$ cat config.mk
export PLATFORM = sky130hd
export DESIGN_NAME = greedy_word_wrap_layout
export DESIGN_NICKNAME = d
export VERILOG_FILES = /design/src/rtl/gwwl_pkg.sv /design/src/rtl/gwwl_out_reg.sv /design/src/rtl/greedy_word_wrap_layout.sv
export SDC_FILE = /design/constraint.sdc
export NUM_CORES = 2
export LEC_CHECK = 0
export BUFFER_PORTS_ARGS = -buffer_cell sky130_fd_sc_hd__buf_2
export CAP_MARGIN = 30
export CORE_MARGIN = 1
export CORE_UTILIZATION = 50
export DETAILED_ROUTE_END_ITERATION = 8
export PLACE_DENSITY = 0.69
export SETUP_SLACK_MARGIN = 0.02
export SYNTH_ARGS = -nofsm -noshare
export SYNTH_HDL_FRONTEND = slang
export SYNTH_SLANG_ARGS = --single-unit
$ cat constraint.sdc
create_clock -name i_clk -period 8.6 [get_ports i_clk]
set_input_delay 1.29 -clock i_clk [delete_from_list [all_inputs] [get_ports i_clk]]
set_output_delay 1.29 -clock i_clk [all_outputs]
set_load 0.02 [all_outputs]
$ cat src/rtl/gwwl_pkg.sv
// Shared types, constants and helper functions for the greedy word-wrap layout block.
`timescale 1ns / 1ps

package gwwl_pkg;

    localparam int CODE_W     = 21;
    localparam int ADV_W      = 8;
    localparam int POS_W      = 16;
    localparam int PITCH_W    = 8;
    localparam int CFG_IDX_W  = 8;
    localparam int CFG_DATA_W = 16;

    localparam logic [CODE_W-1:0] CH_NULL    = 21'd0;
    localparam logic [CODE_W-1:0] CH_NEWLINE = 21'd10;
    localparam logic [CODE_W-1:0] CH_SPACE   = 21'd32;

    localparam logic [CFG_IDX_W-1:0] REG_WRAP_LIMIT = 8'd0;
    localparam logic [CFG_IDX_W-1:0] REG_LINE_PITCH = 8'd1;

    localparam logic [PITCH_W-1:0] PITCH_RESET = 8'd16;

    typedef struct packed {
        logic              found;
        logic [ADV_W-1:0]  adv;
        logic [CODE_W-1:0] code;
    } t_entry;

    typedef struct packed {
        logic [CODE_W-1:0] glyph_code;
        logic [POS_W-1:0]  pos_x;
        logic [POS_W-1:0]  pos_y;
        logic [POS_W-1:0]  glyph_index;
    } t_result;

    typedef struct packed {
        logic push;
        logic flush;
    } t_oq_ctl;

    typedef enum logic [2:0] {
        S_IDLE,
        S_PRE,
        S_PLACE,
        S_POST,
        S_EOT,
        S_FIN
    } t_state;

    function automatic logic [POS_W-1:0] sat_add16(input logic [POS_W-1:0] a,
                                                   input logic [POS_W-1:0] b);
        logic [POS_W:0] s;
        s = {1'b0, a} + {1'b0, b};
        return s[POS_W] ? {POS_W{1'b1}} : s[POS_W-1:0];
    endfunction

    // A zero limit disables wrapping; a pen at the line start never wraps.
    function automatic logic wrap_hit(input logic [POS_W-1:0] limit,
                                      input logic [POS_W-1:0] col,
                                      input logic [POS_W-1:0] w);
        logic [POS_W:0] s;
        s = {1'b0, col} + {1'b0, w};
        return (limit != '0) && (col != '0) && (s > {1'b0, limit});
    endfunction

endpackage

$ cat src/rtl/gwwl_out_reg.sv
// Result holding stage: one pending result plus the output register, which marks the last one.
`timescale 1ns / 1ps

module gwwl_out_reg
    import gwwl_pkg::*;
(
    input  logic                i_clk,
    input  logic                i_rst_n,
    input  t_oq_ctl             i_ctl,
    input  t_result             i_result,
    output logic                o_slot_ok,
    output logic                o_valid,
    input  logic                i_stall,
    output logic [CODE_W-1:0]   o_glyph_code,
    output logic [POS_W-1:0]    o_pos_x,
    output logic [POS_W-1:0]    o_pos_y,
    output logic [POS_W-1:0]    o_glyph_index,
    output logic                o_run_last
);

    logic    r_out_valid, n_out_valid;
    logic    r_pend_valid, n_pend_valid;
    t_result r_pend, n_pend;
    t_result r_out, n_out;
    logic    r_out_last, n_out_last;
    logic    out_free;

    assign out_free  = !r_out_valid || !i_stall;
    assign o_slot_ok = !r_pend_valid || out_free;

    // The newest result waits in the pending slot until the next one, or the end
    // of the request, tells whether it is the last.
    always_comb begin
        n_out_valid  = r_out_valid && i_stall;
        n_pend_valid = r_pend_valid;
        n_pend       = r_pend;
        n_out        = r_out;
        n_out_last   = r_out_last;
        if (i_ctl.push) begin
            if (r_pend_valid) begin
                n_out       = r_pend;
                n_out_last  = 1'b0;
                n_out_valid = 1'b1;
            end
            n_pend       = i_result;
            n_pend_valid = 1'b1;
        end else if (i_ctl.flush && r_pend_valid) begin
            n_out        = r_pend;
            n_out_last   = 1'b1;
            n_out_valid  = 1'b1;
            n_pend_valid = 1'b0;
        end
    end

    always_ff @(posedge i_clk) begin
        if (!i_rst_n) begin
            r_out_valid  <= 1'b0;
            r_pend_valid <= 1'b0;
        end else begin
            r_out_valid  <= n_out_valid;
            r_pend_valid <= n_pend_valid;
        end
    end

    always_ff @(posedge i_clk) begin
        r_pend     <= n_pend;
        r_out      <= n_out;
        r_out_last <= n_out_last;
    end

    assign o_valid       = r_out_valid;
    assign o_glyph_code  = r_out.glyph_code;
    assign o_pos_x       = r_out.pos_x;
    assign o_pos_y       = r_out.pos_y;
    assign o_glyph_index = r_out.glyph_index;
    assign o_run_last    = r_out_last;

endmodule

$ cat src/rtl/greedy_word_wrap_layout.sv
// Top level of the greedy word-wrap layout block: word buffer memory and layout sequencer.
`timescale 1ns / 1ps
//
// One decoded character enters per request on the input channel (i_valid / o_stall);
// placed glyphs leave on the output channel (o_valid / i_stall), o_run_last marking
// the last glyph caused by a request. Ordinary characters are written into a word
// buffer memory; a space, newline, zero code point, full buffer or end of text closes
// the word and the sequencer reads it back one entry per cycle unless a glyph finds
// the output stage full, placing each glyph. A request is taken only in the idle
// state, so a new one waits until the last is through. A buffered character passes
// accept, dispatch, store and finish; a request that closes a word also reads back
// each buffered character through the single read port of the word buffer. One
// result is held back until the next shows whether it is the last. Configuration
// writes (i_cfg_valid, always ready) are taken at any time and are meant for idle
// periods. Synchronous reset clears pen, counters and word length, zeroes the wrap
// limit and sets the line pitch to 16; the buffer memory itself needs no clearing.
// When the receiver stalls, the output register and one pending result fill, then
// the sequencer waits.

module greedy_word_wrap_layout
    import gwwl_pkg::*;
#(
    parameter int WORD_MAX = 32
) (
    input  logic                  i_clk,
    input  logic                  i_rst_n,
    input  logic                  i_valid,
    output logic                  o_stall,
    input  logic [CODE_W-1:0]     i_code_point,
    input  logic [ADV_W-1:0]      i_advance_px,
    input  logic                  i_glyph_found,
    input  logic                  i_end_of_text,
    output logic                  o_valid,
    input  logic                  i_stall,
    output logic [CODE_W-1:0]     o_glyph_code,
    output logic [POS_W-1:0]      o_pos_x,
    output logic [POS_W-1:0]      o_pos_y,
    output logic [POS_W-1:0]      o_glyph_index,
    output logic                  o_run_last,
    input  logic                  i_cfg_valid,
    output logic                  o_cfg_ready,
    input  logic [CFG_IDX_W-1:0]  i_cfg_index,
    input  logic [CFG_DATA_W-1:0] i_cfg_data
);

    localparam int AW  = $clog2(WORD_MAX);
    localparam int LW  = $clog2(WORD_MAX + 1);
    localparam int PXW = $clog2(WORD_MAX * (2 ** ADV_W - 1) + 1);

    t_state              r_state, n_state;
    logic [CODE_W-1:0]   r_code, n_code;
    logic [ADV_W-1:0]    r_adv, n_adv;
    logic                r_found, n_found;
    logic                r_eot, n_eot;
    logic                r_phase_eot, n_phase_eot;
    logic [LW-1:0]       r_word_len, n_word_len;
    logic [PXW-1:0]      r_word_px, n_word_px;
    logic [POS_W-1:0]    r_first, n_first;
    logic [POS_W-1:0]    r_col, n_col;
    logic [POS_W-1:0]    r_row, n_row;
    logic [POS_W-1:0]    r_cnt, n_cnt;
    logic [AW-1:0]       r_idx, n_idx;
    logic [POS_W-1:0]    r_wrap;
    logic [PITCH_W-1:0]  r_pitch;
    t_entry              r_rd;
    t_entry              mem [WORD_MAX];

    logic                mem_we;
    logic [AW-1:0]       mem_waddr;
    t_entry              mem_wdata;
    logic [AW-1:0]       rd_addr;
    t_oq_ctl             oq_ctl;
    t_result             res;
    logic                slot_ok;

    logic [POS_W-1:0]    row_nl;
    logic                is_null, is_space, is_newline;
    logic                need_close;
    logic                hit;
    logic [POS_W-1:0]    col_w, row_w;
    logic                advance, last, place;
    logic [ADV_W-1:0]    space_w;

    assign row_nl     = sat_add16(r_row, POS_W'(r_pitch));
    assign is_null    = (r_code == CH_NULL);
    assign is_space   = (r_code == CH_SPACE);
    assign is_newline = (r_code == CH_NEWLINE);
    assign o_stall    = (r_state != S_IDLE);
    assign o_cfg_ready = 1'b1;

    always_comb begin
        n_state     = r_state;
        n_code      = r_code;
        n_adv       = r_adv;
        n_found     = r_found;
        n_eot       = r_eot;
        n_phase_eot = r_phase_eot;
        n_word_len  = r_word_len;
        n_word_px   = r_word_px;
        n_first     = r_first;
        n_col       = r_col;
        n_row       = r_row;
        n_cnt       = r_cnt;
        n_idx       = r_idx;
        mem_we      = 1'b0;
        mem_waddr   = r_word_len[AW-1:0];
        mem_wdata   = '{found: r_found, adv: r_adv, code: r_code};
        rd_addr     = '0;
        oq_ctl      = '0;
        res         = '0;
        need_close  = 1'b0;
        hit         = 1'b0;
        col_w       = r_col;
        row_w       = r_row;
        advance     = 1'b0;
        last        = 1'b0;
        place       = 1'b0;
        space_w     = '0;

        unique case (r_state)
            S_IDLE: begin
                if (i_valid) begin
                    n_code  = i_code_point;
                    n_adv   = i_advance_px;
                    n_found = i_glyph_found;
                    n_eot   = i_end_of_text;
                    n_state = S_PRE;
                end
            end

            S_PRE: begin
                // A zero code point closes even an empty word, so its line check still runs.
                need_close = is_null
                          || ((is_space || is_newline) && r_word_len != '0)
                          || (!is_space && !is_newline
                              && r_word_len >= LW'(WORD_MAX));
                n_state = S_POST;
                if (need_close) begin
                    if (wrap_hit(r_wrap, r_col, POS_W'(r_word_px))) begin
                        n_col = '0;
                        n_row = row_nl;
                    end
                    n_phase_eot = 1'b0;
                    if (r_word_len != '0) begin
                        n_idx   = '0;
                        n_state = S_PLACE;
                    end
                end
            end

            S_PLACE: begin
                hit   = wrap_hit(r_wrap, r_col, POS_W'(r_rd.adv));
                col_w = hit ? '0 : r_col;
                row_w = hit ? row_nl : r_row;
                res   = '{glyph_code: r_rd.code, pos_x: col_w, pos_y: row_w,
                          glyph_index: sat_add16(r_first, POS_W'(r_idx))};
                advance = !r_rd.found || slot_ok;
                last    = (LW'(r_idx) + LW'(1)) == r_word_len;
                // Read ahead so that the next entry is registered by the next cycle.
                rd_addr = advance ? r_idx + AW'(1) : r_idx;
                if (advance) begin
                    if (r_rd.found) begin
                        oq_ctl.push = 1'b1;
                        n_col = sat_add16(col_w, POS_W'(r_rd.adv));
                        n_row = row_w;
                    end
                    if (last) begin
                        n_word_len = '0;
                        n_word_px  = '0;
                        n_state    = r_phase_eot ? S_FIN : S_POST;
                    end else begin
                        n_idx = r_idx + AW'(1);
                    end
                end
            end

            S_POST: begin
                priority if (is_space) begin
                    space_w = r_found ? r_adv : '0;
                    hit     = wrap_hit(r_wrap, r_col, POS_W'(space_w));
                    col_w   = hit ? '0 : r_col;
                    row_w   = hit ? row_nl : r_row;
                    // A space that would start a line is dropped.
                    place   = r_found && (col_w != '0);
                    res     = '{glyph_code: r_code, pos_x: col_w, pos_y: row_w,
                                glyph_index: r_cnt};
                    if (!place || slot_ok) begin
                        n_cnt = sat_add16(r_cnt, POS_W'(1));
                        n_col = col_w;
                        n_row = row_w;
                        if (place) begin
                            oq_ctl.push = 1'b1;
                            n_col = sat_add16(col_w, POS_W'(r_adv));
                        end
                        n_state = r_eot ? S_EOT : S_FIN;
                    end
                end else if (is_newline) begin
                    n_cnt   = sat_add16(r_cnt, POS_W'(1));
                    n_col   = '0;
                    n_row   = row_nl;
                    n_state = r_eot ? S_EOT : S_FIN;
                end else if (is_null) begin
                    n_state = r_eot ? S_EOT : S_FIN;
                end else begin
                    mem_we = 1'b1;
                    if (r_word_len == '0) begin
                        n_first = r_cnt;
                    end
                    n_word_len = r_word_len + LW'(1);
                    if (r_found) begin
                        n_word_px = r_word_px + PXW'(r_adv);
                    end
                    n_cnt   = sat_add16(r_cnt, POS_W'(1));
                    n_state = r_eot ? S_EOT : S_FIN;
                end
            end

            S_EOT: begin
                n_state = S_FIN;
                if (r_word_len != '0) begin
                    if (wrap_hit(r_wrap, r_col, POS_W'(r_word_px))) begin
                        n_col = '0;
                        n_row = row_nl;
                    end
                    n_idx       = '0;
                    n_phase_eot = 1'b1;
                    n_state     = S_PLACE;
                end
            end

            S_FIN: begin
                if (slot_ok) begin
                    oq_ctl.flush = 1'b1;
                    if (r_eot) begin
                        n_word_len = '0;
                        n_word_px  = '0;
                        n_first    = '0;
                        n_col      = '0;
                        n_row      = '0;
                        n_cnt      = '0;
                    end
                    n_state = S_IDLE;
                end
            end

            default: n_state = S_IDLE;
        endcase
    end

    always_ff @(posedge i_clk) begin
        if (!i_rst_n) begin
            r_state    <= S_IDLE;
            r_word_len <= '0;
            r_word_px  <= '0;
            r_first    <= '0;
            r_col      <= '0;
            r_row      <= '0;
            r_cnt      <= '0;
        end else begin
            r_state    <= n_state;
            r_word_len <= n_word_len;
            r_word_px  <= n_word_px;
            r_first    <= n_first;
            r_col      <= n_col;
            r_row      <= n_row;
            r_cnt      <= n_cnt;
        end
    end

    always_ff @(posedge i_clk) begin
        r_code      <= n_code;
        r_adv       <= n_adv;
        r_found     <= n_found;
        r_eot       <= n_eot;
        r_phase_eot <= n_phase_eot;
        r_idx       <= n_idx;
    end

    always_ff @(posedge i_clk) begin
        if (!i_rst_n) begin
            r_wrap  <= '0;
            r_pitch <= PITCH_RESET;
        end else if (i_cfg_valid) begin
            if (i_cfg_index == REG_WRAP_LIMIT) begin
                r_wrap <= i_cfg_data;
            end else if (i_cfg_index == REG_LINE_PITCH) begin
                r_pitch <= i_cfg_data[PITCH_W-1:0];
            end
        end
    end

    always_ff @(posedge i_clk) begin
        if (mem_we) begin
            mem[mem_waddr] <= mem_wdata;
        end
        r_rd <= mem[rd_addr];
    end

    gwwl_out_reg u_out (
        .i_clk         (i_clk),
        .i_rst_n       (i_rst_n),
        .i_ctl         (oq_ctl),
        .i_result      (res),
        .o_slot_ok     (slot_ok),
        .o_valid       (o_valid),
        .i_stall       (i_stall),
        .o_glyph_code  (o_glyph_code),
        .o_pos_x       (o_pos_x),
        .o_pos_y       (o_pos_y),
        .o_glyph_index (o_glyph_index),
        .o_run_last    (o_run_last)
    );

    a_push_has_room: assert property (@(posedge i_clk) disable iff (!i_rst_n)
        oq_ctl.push |-> slot_ok)
        else $error("result pushed with no room in the output stage");

    a_len_bound: assert property (@(posedge i_clk) disable iff (!i_rst_n)
        r_word_len <= LW'(WORD_MAX))
        else $error("word length beyond buffer depth");

    a_place_nonempty: assert property (@(posedge i_clk) disable iff (!i_rst_n)
        (r_state == S_PLACE) |-> (r_word_len != '0))
        else $error("word readback with an empty word");

    a_accept_dispatch: assert property (@(posedge i_clk) disable iff (!i_rst_n)
        (i_valid && !o_stall) |=> (r_state == S_PRE))
        else $error("accepted request not dispatched");

    a_store_no_overflow: assert property (@(posedge i_clk) disable iff (!i_rst_n)
        mem_we |-> (r_word_len < LW'(WORD_MAX)))
        else $error("word buffer written past its end");

endmodule
* Word-level counts from Yosys, hierarchy flattened
Memories as Yosys holds them, arrays and structs flattened. A register that Yosys moved wholly into a read port is not among the register bits.
Index checks and enable logic that the tools add are counted.
** Storage, ports and cells
- Bits of input ports :: 60
- Bits in writable memories :: 960
- Memories kept :: 1
- Bits in registers :: 288
- Output and inout port bits :: 73
** Operators by class
- Reductions and logical operators :: 51
- Equal/unequal tests :: 27
- Add/sub/neg operators :: 12
- Order comparisons :: 4
- Bitwise gates (word level) :: 1
- Mux-type cells :: 107
** Memories
- mem :: words 32, bits a word 30, rd ports 1, clocked after Yosys merged registers in 1, write ports 1, line greedy_word_wrap_layout.sv:66 : t_entry mem [WORD_MAX];
** Operators by type and width (number)
- 16-bit 2-to-1 mux :: 36
- 69-bit 2-to-1 mux :: 4
- 16-bit one-hot mux with 5 select lines :: 2
- 69-bit one-hot mux with 2 select lines :: 1
- 13-bit 2-to-1 mux :: 8
- 16-bit by 8-bit adder with 17-bit output :: 5
- 16-bit one-hot mux with 2 select lines :: 2
- 17-bit by 16-bit > comparator with 1-bit output :: 3
- 16-bit nonzero test :: 3
- 6-bit 2-to-1 mux :: 7
- 13-bit one-hot mux with 3 select lines :: 1
- 5-bit 2-to-1 mux :: 6
- 2-bit inequality test, second input constant :: 14
- 1-bit 2-to-1 mux :: 26
- 3-bit 2-to-1 mux :: 8
- 21-bit by 4-bit == test with 1-bit output, second input constant :: 1
- 21-bit by 6-bit == test with 1-bit output, second input constant :: 1
- 21-bit logical NOT :: 1
- 3-bit one-hot mux with 6 select lines :: 1
- 6-bit one-hot mux with 3 select lines :: 1
- 9-bit AND reduction :: 2
- 16-bit by 1-bit adder with 17-bit output, second input constant :: 1
- 16-bit by 13-bit adder with 17-bit output :: 1
- 16-bit by 5-bit adder with 17-bit output :: 1
- 33 further kinds :: 66

* Depth between registers and ports, before layout
- Word-level depth :: 14
- Depth in mapped cells :: 34
- Mapped depth without buffers :: 32

* Hierarchy
Synthesis repeated with hierarchy kept, for this count alone.
** Second synthesis, totals
- Cells, all modules :: 4628
- Area total of the unflattened synthesis :: 55299.3 um2
** Modules (own cells, without submodules)
- greedy_word_wrap_layout :: cells each 4480, area each 51042.7 um2, seq. area each 32741.4 um2, times used 1
- gwwl_out_reg :: cells each 148, area each 4256.6 um2, seq. area each 4214.0 um2, times used 1

* Worst setup path after synthesis
No wires, ideal clock.
- Path type :: register to register
- From :: register r_found
- To :: register u_out.r_out (netlist bit u_out.o_glyph_code[0]), enable pin
- Period minus slack after synthesis :: 9557 ps
- Path buffers :: 2
- Library setup time :: 434 ps
- Cell stages (with the launch flop) :: 25
- Slack :: -957 ps
- Arrival time :: 9123 ps
- Data required time :: 8166 ps
- Path through :: edfxtp_1 > clkbuf_1 > and2_1 > ha_1 > inv_1 > fa_1 > nor2b_4 > o31a_1 > o21ai_0 > nand2b_1 > nand3_1 > nand2_1 > nand2_1 > nor2_1 > xor2_1 > ha_1 > nand4_1 > nor3_1 > a211oi_1 > nand4_2 > a311oi_1 > buf_4 > a21oi_1 > nor2_1 > o21a_1
** Between the ends
- Cells in the longest elaborated chain, start to end :: 14
** Ends and longest elaborated chain
- from (decl) :: line greedy_word_wrap_layout.sv:53 : logic r_found, n_found;
- from (signal assigned) :: line greedy_word_wrap_layout.sv:273 : r_found <= n_found;
- 8-bit 2-to-1 mux :: line greedy_word_wrap_layout.sv:179 : space_w = r_found ? r_adv : '0;
- 16-bit by 8-bit adder with 17-bit output :: line gwwl_pkg.sv:61 : s = {1'b0, col} + {1'b0, w};
- 17-bit by 16-bit > comparator with 1-bit output :: line gwwl_pkg.sv:62 : return (limit != '0) && (col != '0) && (s > {1'b0, limit});
- 1-bit logical AND :: line gwwl_pkg.sv:62
- 16-bit 2-to-1 mux :: line greedy_word_wrap_layout.sv:181 : col_w = hit ? '0 : r_col;
- 16-bit nonzero test :: line greedy_word_wrap_layout.sv:184 : place = r_found && (col_w != '0);
- 1-bit logical AND * :: line greedy_word_wrap_layout.sv:184
- 1-bit logical NOT :: line greedy_word_wrap_layout.sv:187 : if (!place || slot_ok) begin
- 1-bit logical OR :: line greedy_word_wrap_layout.sv:187
- 1-bit 2-to-1 mux * :: line greedy_word_wrap_layout.sv:187
- 1-bit 2-to-1 mux * :: line greedy_word_wrap_layout.sv:178 : priority if (is_space) begin
- 1-bit one-hot mux with 2 select lines * :: line greedy_word_wrap_layout.sv:120 : unique case (r_state)
- 2-bit by 1-bit inequality test with 1-bit output (no source line) or 2-bit nonzero test (tied branches)
- 2-bit AND reduction (no source line) *
- to (signal assigned) :: line gwwl_out_reg.sv:67 : r_out <= n_out;
- to (decl) :: line gwwl_out_reg.sv:24 : t_result r_out, n_out;
Mark *: on every way between the ends. The rest lies on a longest branch, timed or not.
A chain may end at the register's enable or synchronous reset.

* Final worst setup path
- From :: register r_found
- To :: register r_col[13]
** Between the ends
- Cells in the longest elaborated chain, start to end :: 11
** Ends and longest elaborated chain
- 8-bit 2-to-1 mux :: line greedy_word_wrap_layout.sv:179
- 16-bit by 8-bit adder with 17-bit output :: line gwwl_pkg.sv:61
- 17-bit by 16-bit > comparator with 1-bit output :: line gwwl_pkg.sv:62
- 1-bit logical AND :: line gwwl_pkg.sv:62
- 16-bit 2-to-1 mux :: line greedy_word_wrap_layout.sv:181
- 16-bit by 8-bit adder with 17-bit output or 16-bit nonzero test (tied branches) :: line gwwl_pkg.sv:52, greedy_word_wrap_layout.sv:184
- 16-bit 2-to-1 mux or 1-bit logical AND (tied branches) :: line gwwl_pkg.sv:53, greedy_word_wrap_layout.sv:184
- 16-bit 2-to-1 mux or 1-bit logical NOT (tied branches) :: line greedy_word_wrap_layout.sv:191, greedy_word_wrap_layout.sv:187
- 16-bit 2-to-1 mux or 1-bit logical OR (tied branches) :: line greedy_word_wrap_layout.sv:187
- 16-bit 2-to-1 mux or 3-bit inequality test (tied branches)
- 16-bit one-hot mux with 5 select lines or 9-bit AND reduction (tied branches)
- to (signal assigned) :: line greedy_word_wrap_layout.sv:264 : r_col <= n_col;
- to (decl) :: line greedy_word_wrap_layout.sv:59 : logic [POS_W-1:0] r_col, n_col;
Parallel ways exist; a longest one is shown, timed or not. The select of a mux whose other input is x is not followed.

==> run_summary.xml <==
<?xml version="1.0" encoding="UTF-8"?>
<metrics>
  <group name="yosys">
    <metric name="biggest_area_contributors_in_the_synthesized_netlist" unit="">edfxtp_1 (62%), nand2_1 (7.5%), dfxtp_1 (5.1%)</metric>
    <metric name="synth.ff_latch_count" unit="">1278</metric>
    <metric name="mappedNetlistNets" unit="">4797</metric>
    <metric name="yosysWarningCount" unit="">0</metric>
    <metric name="yosys.cell_types.count" unit="">104</metric>
    <metric name="most_used_dff_post_synth" unit="">edfxtp_1</metric>
    <metric name="syn-cell-area" unit="sq mm">0.0554</metric>
    <metric name="proportion_of_synthesized_chip_area_in_sequential_cells" unit="">0.667</metric>
    <metric name="synthArstFlopShare" unit="">0</metric>
    <metric name="syn_inst" unit="">4610</metric>
    <metric name="netlist.top_cell.by_area" unit="">edfxtp_1</metric>
    <metric name="yosys.area.top_type_share" unit="">0.615</metric>
    <metric name="post_synthesis_area_per_instance" unit="sq um">12.0</metric>
    <metric name="synth_edf_count" unit="">1136</metric>
  </group>
  <group name="setup_path">
    <metric name="critical_path_required" unit="ns">9.21</metric>
    <metric name="reg2reg_slack" unit="ns">1.57</metric>
    <metric name="crit_path_end_kind" unit="">register</metric>
    <metric name="crit_path_max_incr_delay" unit="ns">0.55</metric>
    <metric name="worst-setup-path-type" unit="">reg -&gt; reg</metric>
    <metric name="max_fo_critical_path" unit="">36</metric>
    <metric name="critical-path-slowest-cell" unit="">edfxtp_1</metric>
    <metric name="path_delay_family" unit="">compound AO/OA/AOI/OAI gates</metric>
    <metric name="cp_num_buf_inv" unit="">2</metric>
    <metric name="cp.arrival" unit="ns">7.64</metric>
    <metric name="worstSetupStartpointType" unit="">register</metric>
  </group>
  <group name="cells_and_area">
    <metric name="flow.area_growth_from_synthesis" unit="%">12.7</metric>
    <metric name="finish.net_count" unit="">4877</metric>
    <metric name="layout.cells.most_common" unit="">edfxtp_1</metric>
    <metric name="final_cell_mix" unit="">edfxtp_1 (1,136), nand2_1 (1,099), nand3_1 (384)</metric>
    <metric name="ratio_of_cells_with_drive_above_1_in_the_final_layout" unit="">0.107</metric>
    <metric name="final.fill_count" unit="">8741</metric>
    <metric name="layout.cell_area.non_filler" unit="sq mm">0.0625</metric>
  </group>
  <group name="pwr">
    <metric name="vdd_ir_drop_max" unit="V">0.000214</metric>
    <metric name="leakage" unit="uW">0.0223</metric>
    <metric name="finalPower" unit="uW">16600</metric>
    <metric name="power-per-cell-area" unit="mW/mm^2">265</metric>
  </group>
  <group name="global_route">
    <metric name="grtUsageTotal" unit="">0.265</metric>
    <metric name="grt_start_max_net_pins" unit="">129</metric>
    <metric name="grt_pass1_wl" unit="microns">223000</metric>
    <metric name="global_route.overflow_total" unit="">0</metric>
    <metric name="antenna_found_initial" unit="">5</metric>
    <metric name="first_global_vias" unit="">35800</metric>
  </group>
  <group name="clocking">
    <metric name="ctsLongestPathBuffers" unit="">3</metric>
    <metric name="post_cts_hold_buffer_count" unit="">0</metric>
    <metric name="cts_tree" unit="">built</metric>
    <metric name="cts-htree-levels" unit="">4</metric>
    <metric name="worstSkewPairLatency" unit="ns">0.76</metric>
    <metric name="post_cts.resized_instances" unit="">0</metric>
    <metric name="total_cts_buffers" unit="">130</metric>
    <metric name="clockRootBuffer" unit="">clkbuf_16</metric>
    <metric name="cts_setup_buffers" unit="">0</metric>
    <metric name="clock_sink_count" unit="">1278</metric>
    <metric name="cts.clk_slew.worst_paths" unit="ns">0.06</metric>
  </group>
  <group name="detailed_routing">
    <metric name="number_of_nets_still_failing_antenna_checks_after_routing" unit="">0</metric>
    <metric name="dr.pass1.iters" unit="">8</metric>
    <metric name="detail_route.drc_violations" unit="">0</metric>
    <metric name="avgRoutedWirePerCell" unit="microns">23.9</metric>
    <metric name="vias" unit="">37900</metric>
    <metric name="routed_via_density" unit="">6.05</metric>
    <metric name="dr.first_iter.drc_count" unit="">4416</metric>
    <metric name="totalWireLength" unit="microns">150000</metric>
  </group>
  <group name="timing">
    <metric name="rsz0062_at_grt" unit="">false</metric>
    <metric name="timing_hold_violations_final" unit="">0</metric>
    <metric name="tightestPinTransition" unit="ns">1.08</metric>
    <metric name="report.final.slew_viol_count" unit="">0</metric>
    <metric name="finalSetupViolations" unit="">0</metric>
    <metric name="hold-worst-slack" unit="ns">0.418</metric>
    <metric name="setup-tns-final" unit="ns">0</metric>
    <metric name="maxClockFrequency" unit="MHz">142</metric>
    <metric name="final_min_period_over_clock_period" unit="">0.817</metric>
    <metric name="finalCriticalPeriod" unit="ns">7.03</metric>
    <metric name="setup_slack" unit="ns">1.57</metric>
    <metric name="skew" unit="ns">0.0404</metric>
    <metric name="relSlewSlack" unit="">0.281</metric>
  </group>
  <group name="floorplan">
    <metric name="initial_cell_density_of_the_core" unit="">0.507</metric>
    <metric name="cell_row_count" unit="">121</metric>
    <metric name="ioPinCount" unit="">133</metric>
    <metric name="dieArea" unit="sq mm">0.112</metric>
    <metric name="fp.dieW" unit="microns">335</metric>
    <metric name="die_h" unit="microns">335</metric>
    <metric name="core" unit="sq mm">0.109</metric>
  </group>
  <group name="run">
    <metric name="max_cap_violations" unit="">0</metric>
  </group>
  <group name="placement">
    <metric name="place.port_buffers" unit="">131</metric>
    <metric name="detailedPlace.worstSlack" unit="ns">1.48</metric>
    <metric name="dp.final_hpwl" unit="microns">84000</metric>
    <metric name="dpl-instance-area" unit="sq mm">0.0582</metric>
    <metric name="finalWeightedCongestion" unit="">0.897</metric>
  </group>
  <group name="worst_hold_path">
    <metric name="holdCritPathClass" unit="">reg -&gt; reg</metric>
  </group>
  <group name="status">
    <metric name="status" unit="">finished, final reports clean</metric>
  </group>
</metrics>
## cell families after synthesis
group | share of synthesized area
buf+inv | 0.0251
compound gates | 0.0908
xor+xnor | 0.0145
flops | 0.667
other cells | 0.0000676
mux | 0.00510
fa+ha+maj | 0.0299
simple gates | 0.168
## routing by layer
| layer | track usage | share of wire | up-vias |
|---|---|---|---|
| li1 | - | - | 17200 |
| met1 | 0.375 | 0.42 | 18600 |
| met2 | 0.407 | 0.45 | 1826 |
| met3 | 0.0441 | 0.090 | 312 |
| met4 | 0.107 | 0.036 | 0 |
| met5 | 0 | 0 | - |
## layout make-up
class,count,area [sq um],area share
well taps,1476,1850,0.0295
clock inverters,59,627,0.0100
inverters,64,240,0.00384
multi-input cells,2983,17400,0.279
repair buffers,233,1840,0.0295
diodes,1,2.50,0.0000400
clock buffers,176,3570,0.0571
flip-flops and latches,1278,37000,0.591
## sequential cells by signal (all words and copies together), names as in the netlist, 13 cells and up
signal,count
u_out.o_pos_x,16
u_out.o_pos_y,16
r_col,16
r_first,16
u_out.o_glyph_code,21
r_wrap,16
r_word_px,13
u_out.o_glyph_index,16
r_row,16
r_rd,30
u_out.r_pend,69
r_code,21
mem,960
r_cnt,16
## power by group
part	switching, uW	leakage (uW)	internal (uW)
logic	2430	0.00882	1060
clock network	2410	0.00202	3160
registers	262	0.0115	7240
total	5100	0.0223	11500
## synthesized netlist by cell type (32+ instances only)
| master | instances |
|---|---|
| a21boi_0 | 32 |
| a21o_1 | 37 |
| a21oi_1 | 103 |
| a311oi_1 | 182 |
| and3_1 | 157 |
| clkbuf_1 | 248 |
| dfxtp_1 | 142 |
| edfxtp_1 | 1136 |
| ha_1 | 119 |
| inv_1 | 64 |
| nand2_1 | 1104 |
| nand3_1 | 384 |
| nor2_1 | 152 |
| nor2b_1 | 70 |
| o21ai_0 | 94 |
| o31ai_1 | 37 |
| xnor2_1 | 61 |
## through the flow
stage | std cells | utilization
final | 6270 | 0.571
after global routing | 6269 | 0.571
after CTS | 6265 | 0.570
after detailed placement | 6030 | 0.532
after global placement | 6016 | 0.529
after floorplan | 4610 | -
## path summary, 6_finish.rpt
kind                                      start                endpoint  cells after the start
worst max-delay path                    r_found               r_col[13]                     28
worst min-delay path            u_out.r_pend[0]  u_out.o_glyph_index[0]                      0
worst max register to register          r_found               r_col[13]                     28
worst min register to register  u_out.r_pend[0]  u_out.o_glyph_index[0]                      0
(Power assumes the default switching activity.)
